`src/spatial_grid_binning_table_core_defines.svh`:
```
// Assertion macros shared by the spatial grid binning table RTL.
`ifndef SPATIAL_GRID_BINNING_TABLE_CORE_DEFINES_SVH
`define SPATIAL_GRID_BINNING_TABLE_CORE_DEFINES_SVH
`ifndef NO_ASSERTIONS
// Checked property, disabled while reset is high.
`define SGB_ASSERT(name, clk, rst, prop, msg) \
   name: assert property (@(posedge clk) disable iff (rst) prop) else $error(msg);
// Checked property, also active during reset.
`define SGB_ASSERT_ALWAYS(name, clk, prop, msg) \
   name: assert property (@(posedge clk) prop) else $error(msg);
`else
`define SGB_ASSERT(name, clk, rst, prop, msg)
`define SGB_ASSERT_ALWAYS(name, clk, prop, msg)
`endif
`endif

```
`src/sgb_pkg.sv`:
```
`default_nettype none
package sgb_pkg;

   // Request function codes.
   localparam logic [1:0] FN_INSERT = 2'd0;
   localparam logic [1:0] FN_CLEAR  = 2'd1;
   localparam logic [1:0] FN_READ   = 2'd2;
   // Spare code; a request carrying it is taken and gives no result.
   localparam logic [1:0] FN_UNUSED = 2'd3;

   // Result status codes.
   localparam logic [1:0] RS_OK    = 2'd0;
   localparam logic [1:0] RS_FULL  = 2'd1;
   localparam logic [1:0] RS_RANGE = 2'd2;
   localparam logic [1:0] RS_EMPTY = 2'd3;

   // Configuration register indexes.
   localparam logic [1:0] CSR_GRID_WIDTH  = 2'd0;
   localparam logic [1:0] CSR_GRID_HEIGHT = 2'd1;
   localparam logic [1:0] CSR_CELL_SIZE   = 2'd2;

   // Configuration reset values.
   localparam logic [12:0] GRID_WIDTH_RST  = 13'd640;
   localparam logic [12:0] GRID_HEIGHT_RST = 13'd480;
   localparam logic [12:0] CELL_SIZE_RST   = 13'd32;

   // Default table geometry.
   localparam int MAX_BUCKETS_DEF  = 1024;
   localparam int BUCKET_DEPTH_DEF = 8;

   // Width of the divider operands (whole-unit coordinates and cell size).
   localparam int DIV_W = 13;

   // Controller states.
   typedef enum logic [3:0] {
      S_INIT,
      S_IDLE,
      S_DIV_LOAD,
      S_DIV_RUN,
      S_HASH,
      S_APP_RD,
      S_APP_WR,
      S_RD_MEM,
      S_RD_RSP,
      S_CLR,
      S_OUT
   } state_type;

   // Commands from the controller to the datapath.
   typedef struct packed {
      logic load;
      logic div_load;
      logic div_run;
      logic hash;
      logic mem_rd;
      logic append;
      logic rd_rsp;
      logic clr_step;
      logic clr_rsp;
      logic next;
   } cmd_type;

   // Status from the datapath to the controller.
   typedef struct packed {
      logic div_done;
      logic div_last;
      logic hash_last;
      logic clr_last;
      logic rsp_taken;
      logic more;
   } stat_type;

endpackage
`default_nettype wire

```
`src/sgb_ctrl.sv`:
```
`default_nettype none
module sgb_ctrl (
   input  wire logic              clock,
   input  wire logic              reset,
   input  wire logic              req_valid,
   input  wire logic [1:0]        req_func,
   output logic                   req_stall,
   input  wire sgb_pkg::stat_type stat,
   output sgb_pkg::cmd_type       cmd
);

   sgb_pkg::state_type state_ff, state_in;

   // State register; reset starts the bucket clearing pass.
   always_ff @(posedge clock) begin
      if (reset) begin
         state_ff <= sgb_pkg::S_INIT;
      end else begin
         state_ff <= state_in;
      end
   end

   // Next-state logic.
   always_comb begin
      state_in = state_ff;
      unique case (state_ff)
         sgb_pkg::S_INIT: begin
            if (stat.clr_last) state_in = sgb_pkg::S_IDLE;
         end
         sgb_pkg::S_IDLE: begin
            if (req_valid) begin
               case (req_func)
                  sgb_pkg::FN_INSERT: state_in = sgb_pkg::S_DIV_LOAD;
                  sgb_pkg::FN_CLEAR:  state_in = sgb_pkg::S_CLR;
                  sgb_pkg::FN_READ:   state_in = sgb_pkg::S_RD_MEM;
                  default:            state_in = sgb_pkg::S_IDLE;
               endcase
            end
         end
         sgb_pkg::S_DIV_LOAD: state_in = sgb_pkg::S_DIV_RUN;
         sgb_pkg::S_DIV_RUN: begin
            if (stat.div_done) begin
               state_in = stat.div_last ? sgb_pkg::S_HASH : sgb_pkg::S_DIV_LOAD;
            end
         end
         sgb_pkg::S_HASH: begin
            if (stat.hash_last) state_in = sgb_pkg::S_APP_RD;
         end
         sgb_pkg::S_APP_RD: state_in = sgb_pkg::S_APP_WR;
         sgb_pkg::S_APP_WR: state_in = sgb_pkg::S_OUT;
         sgb_pkg::S_RD_MEM: state_in = sgb_pkg::S_RD_RSP;
         sgb_pkg::S_RD_RSP: state_in = sgb_pkg::S_OUT;
         sgb_pkg::S_CLR: begin
            if (stat.clr_last) state_in = sgb_pkg::S_OUT;
         end
         sgb_pkg::S_OUT: begin
            if (stat.rsp_taken) begin
               state_in = stat.more ? sgb_pkg::S_APP_RD : sgb_pkg::S_IDLE;
            end
         end
         default: state_in = sgb_pkg::S_IDLE;
      endcase
   end

   // Command outputs.
   always_comb begin
      cmd       = '0;
      req_stall = 1'b1;
      unique case (state_ff)
         sgb_pkg::S_INIT:     cmd.clr_step = 1'b1;
         sgb_pkg::S_IDLE: begin
            req_stall = 1'b0;
            cmd.load  = req_valid;
         end
         sgb_pkg::S_DIV_LOAD: cmd.div_load = 1'b1;
         sgb_pkg::S_DIV_RUN:  cmd.div_run = 1'b1;
         sgb_pkg::S_HASH:     cmd.hash = 1'b1;
         sgb_pkg::S_APP_RD:   cmd.mem_rd = 1'b1;
         sgb_pkg::S_APP_WR:   cmd.append = 1'b1;
         sgb_pkg::S_RD_MEM:   cmd.mem_rd = 1'b1;
         sgb_pkg::S_RD_RSP:   cmd.rd_rsp = 1'b1;
         sgb_pkg::S_CLR: begin
            cmd.clr_step = 1'b1;
            cmd.clr_rsp  = stat.clr_last;
         end
         sgb_pkg::S_OUT:      cmd.next = stat.rsp_taken & stat.more;
         default:             cmd = '0;
      endcase
   end

endmodule
`default_nettype wire

```
`config.mk`:
```
export PLATFORM = sky130hd
export DESIGN_NAME = sgb_ctrl
export DESIGN_NICKNAME = d
export VERILOG_FILES = /design/src/spatial_grid_binning_table_core_defines.svh /design/src/sgb_pkg.sv /design/src/sgb_ctrl.sv
export SDC_FILE = /design/constraint.sdc
export NUM_CORES = 1
export LEC_CHECK = 0
export ABC_CLOCK_PERIOD_IN_PS = 1300
export BUFFER_PORTS_ARGS = -buffer_cell sky130_fd_sc_hd__buf_4
export CAP_MARGIN = 15
export CORE_AREA = 2 2 39 41
export CTS_CLUSTER_DIAMETER = 200
export CTS_CLUSTER_SIZE = 28
export DETAILED_ROUTE_END_ITERATION = 8
export DIE_AREA = 0 0 41 43
export PLACE_DENSITY = 0.7
export REMOVE_ABC_BUFFERS = 1
export SLEW_MARGIN = 20
export SYNTH_ARGS = -nofsm -noshare
export SYNTH_HDL_FRONTEND = slang
export SYNTH_SLANG_ARGS = --single-unit
```
`constraint.sdc`:
```
create_clock -name clock -period 1.3 [get_ports clock]
set_input_delay 0 -clock clock [delete_from_list [all_inputs] [get_ports clock]]
set_output_delay 0 -clock clock [all_outputs]
set_load 0.02 [all_outputs]
```
* Yosys cells after proc, flatten, opt, wreduce, memory -nomap -nowiden
Cells that the tools add are included.
** Storage, ports and cells
- Output and inout bits :: 11
- Word-level logic and storage cells :: 47
- Input port bits :: 11
- Flip-flop bits (word level) :: 4
** Cells by class
- Muxes and demuxes :: 21
- Bitwise gates (word level) :: 1
- Eq/ne operators :: 18
- Reduce and logical (&&, ||, !) cells :: 6
** Operator list (count)
- 4-bit case mux with 10 select lines :: 1
- 4-bit two-way mux :: 6
- 4-bit by 3-bit equality test with 1-bit output, second input constant :: 4
- 4-bit equality test, second input constant :: 3
- 2-bit != test, second input constant :: 6
- 4-bit case mux with 3 select lines :: 1
- 1-bit two-way mux :: 11
- 4-bit by 2-bit equality test with 1-bit output, second input constant :: 2
- 3-bit two-way mux :: 2
- 6-bit AND reduction :: 1
- 2-bit OR reduction :: 3
- 4-bit by 1-bit equality test with 1-bit output, second input constant :: 1
- 4-bit logical NOT :: 1
- 2-bit by 1-bit equality test with 1-bit output, second input constant :: 1
- 2-bit equality test, second input constant :: 1
- 2-bit logical NOT :: 1
- 1-bit bitwise AND :: 1

* Longest topological paths before layout
- Depth after elaboration :: 4
- Gate-level depth with buffers :: 6
- Gate-level depth less buffers :: 4

* Least setup slack after synthesis
No wires, ideal clock.
- Kind :: register to register
- Start point :: reg state_ff[1]
- End point :: reg state_ff[3]
- Buffers on the path :: 1
- Setup time :: 62 ps
- Clock period less this slack :: 1318 ps
- Setup slack :: -18 ps
- Cell stages (with the launch flop) :: 6
- Arrival :: 1256 ps
- Data required time :: 1238 ps
- Cell sequence :: dfxtp_1 -> buf_6 -> nand2b_4 -> or3_4 -> a211o_1 -> nand3_1
** On the way
- Cells in the longest elaborated chain, start to end :: 3
- Elaborated cells between the ends (all ways) :: 20
- Those cells by class :: eq/ne (16); mux (1); reduce/logical (3)
** RTL lines
- from (decl) :: RTL line sgb_ctrl.sv:12 : sgb_pkg::state_type state_ff, state_in;
- from (signal assigned) :: RTL line sgb_ctrl.sv:17 : state_ff <= sgb_pkg::S_INIT;
- from (signal assigned) :: RTL line sgb_ctrl.sv:19 : state_ff <= state_in;
- 4-bit by 3-bit equality test with 1-bit output (tied with other cells) :: RTL line sgb_ctrl.sv:26 : unique case (state_ff)
- 2-bit OR reduction (no line) or 2-bit != test (tied branches)
- 4-bit case mux with 10 select lines or 6-bit AND reduction (tied branches)
Several ways; a longest one is shown, not always the timed one.
A chain may end at the register's enable or synchronous reset.

* Worst setup path after layout
- Start point :: reg state_ff[3]
- End point :: reg state_ff[0]
The elaborated chain is that of the path after synthesis.

==> impl_metrics.csv <==
group,metric,value,unit
sta,fmax,690,MHz
placement,gp_congestion,0.795,
setup_path,path_class,"flip-flop to flip-flop",
clock_tree,clkTransAtPathRegs,0.04,ns
synthesis,synth_ff_type,"dfxtp_1",
die,boundaryPins,22,
die,initial_core_util,37.9,%
sta,finalSetupViolations,8,
die,die_area,1760,um2
drt,wl,2.29,mm
drt,drc_errors,0,
power,p_int,1.16,mW
setup_path,start_kind,"flip-flop",
die,die_w,41,um
sta,tightest_slew,0.343,ns
setup_path,required,1.43,ns
drt,vias,791,
sta,worst_slack,-0.148,ns
finish,stdcell_count,136,
clock_tree,htreeDepth,1,
outcome,violations,"negative setup slack",
worst_hold_path,min_path_cells,5,
placement,port_buffers,21,
finish,fill_cells,103,
finish,reg_top3,"state_ff x4",
setup_path,arrival,1.58,ns
finish,n_antenna_cell,0,
synthesis,syn-instance-count,77,
clock_tree,clk_latency,0.25,ns
finish,largest_register_ffs,4,
power,leakagePower,0.459,nW
power,sw_frac_of_total,45.9,%
sta,post-route-period-util,111,%
sta,finClkSkew,0.00651,ns
setup_path,cp-end-kind,"flip-flop",
power,p_clk_share,7.8,%
worst_hold_path,hp-start,"stat[3]",
setup_path,rrSetupSlack,-0.15,ns
grt,grt_pass1_wl,3.12,mm
drt,drt_iter0_drc,36,
synthesis,async_flop_share,0,%
clock_tree,cts.sinks,4,
setup_path,cp_max_fo,5,
power,max-vdd-ir-drop,1.42,mV
drt,drtAntennaViolNets,0,
placement,dpl.hpwl,1.25,mm
synthesis,ys_seq_area_share,15.3,%
synthesis,postSynthAreaPerCell,6.81,um2
die,die_h,43,um
grt,grt_pass1_vias,729,
worst_hold_path,hold_class,"primary input to flip-flop",
grt,gr-total-overflow,0,
clock_tree,cts_made_buffers,3,
finish,multi_input_area,519,um2
worst_hold_path,holdPathEnd,"state_ff[2]",
sta,period_needed,1.45,ns
synthesis,netlist_area,524,um2
power,total_power,2.15,mW
finish,regArea,95.1,um2
finish,syn_to_final_growth,104,%
setup_path,r2r_start,"state_ff[3]",
power,p_sw,987,uW
die,core_area,1380,um2
placement,dp.cells,128,
clock_tree,clk_path_buf_depth,2,
drt,vias_per_cell,5.82,
finish,nets,133,
die,rows,14,
drt,wl_per_cell,16.9,um
setup_path,startpoint,"state_ff[3]",
grt,grt_max_degree,13,
setup_path,rr_worst_depth,6,
finish,drive_above_1_share,61.7,%
outcome,status,"finished with violations",
synthesis,synth_cell_types,32,
synthesis,yosys_warnings,0,
finish,top_register,"state_ff",
sta,max_slew_margin,77.0,%
job,maxCapViolations,0,
sta,rsz0062_at_grt,"yes",
sta,hold_viol,0,
clock_tree,cts-root-buf,"clkbuf_4",
clock_tree,tritoncts,"yes",
synthesis,synth-edff-count,0,
grt,grt_use_total,26.0,%
sta,drv_slew,0,
setup_path,r2r-end,"state_ff[0]",
power,power.density,2020,nW/um2
grt,antenna_found_initial,0,
drt,drt_first_pass_iters,4,
synthesis,ys_seq_elements,4,
power,power_frac_seq,15.5,%
power,p_comb_share,76.7,%
## power groups by stage
stage	registers (mW)	logic, mW	clock network, mW
3_3_place_gp	0.279	1.20	0
6_report	0.333	1.65	0.168
2_1_floorplan	0.302	0.572	0
3_5_place_dp	0.280	1.20	0
5_1_grt	0.342	1.74	0.167
4_1_cts	0.321	1.39	0.160
## metrics by stage
step           utilization [%]  cell area, um2  hold slack (ns)  setup slack, ns  TNS, ns
4_1_cts                   69.9             967            0.188          -0.0637   -0.229
3_5_place_dp              59.3             821            0.242           -0.154   -0.510
6_report                  77.1            1070            0.193           -0.148   -0.465
2_1_floorplan                -             488            0.101           -0.120   -0.374
5_1_grt                   77.1            1070            0.215           -0.142   -0.715
3_3_place_gp              59.3             821            0.238           -0.126   -0.442
## layout by cell type (no fill, tap or decap), drive strengths merged
cell type / instances
a211o: 1
a21oi: 1
a221oi: 1
a311oi: 1
a31oi: 1
a32oi: 1
and3: 1
and4: 1
buf: 44
clkbuf: 3
dfxtp: 4
dlygate4sd3: 1
inv: 6
mux2i: 1
nand2: 8
nand2b: 6
nand3: 2
nand4: 1
nor2: 11
nor3: 4
nor4: 3
nor4b: 2
nor4bb: 2
o21a: 3
o21ai: 5
o22ai: 1
o311ai: 1
o31ai: 2
or3: 2
## worst max-delay path, cell delays in order (launching register included)
cell and delay [ns]:
dfxtp_4 0.38, buf_6 0.13, buf_6 0.11, or3_1 0.32, o21ai_1 0.12, a311oi_1 0.14
o21a_1 0.13
## cell usage after synthesis, types with 2 or more instances
cell type,n,area [um2]
nor2_1,11,41.3
nand2_1,8,30.0
inv_1,6,22.5
nand2b_1,5,31.3
dfxtp_1,4,80.1
nor3_1,4,20.0
o21ai_0,4,20.0
nor4_1,3,18.8
o21a_1,3,22.5
buf_2,2,10.0
buf_6,2,22.5
nand3_1,2,10.0
nor4b_1,2,17.5
nor4bb_1,2,20.0
o31ai_2,2,25.0
## cell type report
type | count | share of cell area [%]
multi-input cells | 62 | 48.7
flip-flops and latches | 4 | 8.91
repair buffers | 45 | 36.3
clock buffers | 3 | 2.11
inverters | 6 | 2.11
well taps | 16 | 1.88
## kinds of logic after synthesis
family                 after synthesis  share of synthesized area, %
AO/OA/AOI/OAI                       18                          25.5
buffers and inverters               11                          11.2
flip-flops                           4                          15.3
multiplexers                         1                          1.91
AND/OR/NAND/NOR                     43                          46.1
## timing repair
item | CTS | global route
endpoints found under the hold margin | 1 | 0
setup buffers | 3 | 1
resized for setup | 23 | 21
hold buffers | 1 | 0
setup endpoints to repair | 13 | 12
pin swaps | 7 | 5
## worst max-delay path by stage
stage                             end  slack (ns)
after floorplan           state_ff[3]       -0.12
after global placement    state_ff[3]       -0.13
after detailed placement  state_ff[1]       -0.15
after CTS                 state_ff[3]       -0.06
after global routing      state_ff[0]       -0.14
final                     state_ff[0]       -0.15
## metal layers
metal | vias to the layer above | part of all wire (%) | GRT usage, % | wire length, um
met5 | - | 0 | 0 | 0
met1 | 374 | 40 | 30.1 | 908
met2 | 40 | 52 | 44.4 | 1200
met3 | 6 | 6.6 | 6.28 | 152
li1 | 371 | - | - | -
met4 | 0 | 1.4 | 7.33 | 31
Note: power is estimated with default switching activity, not from simulation.
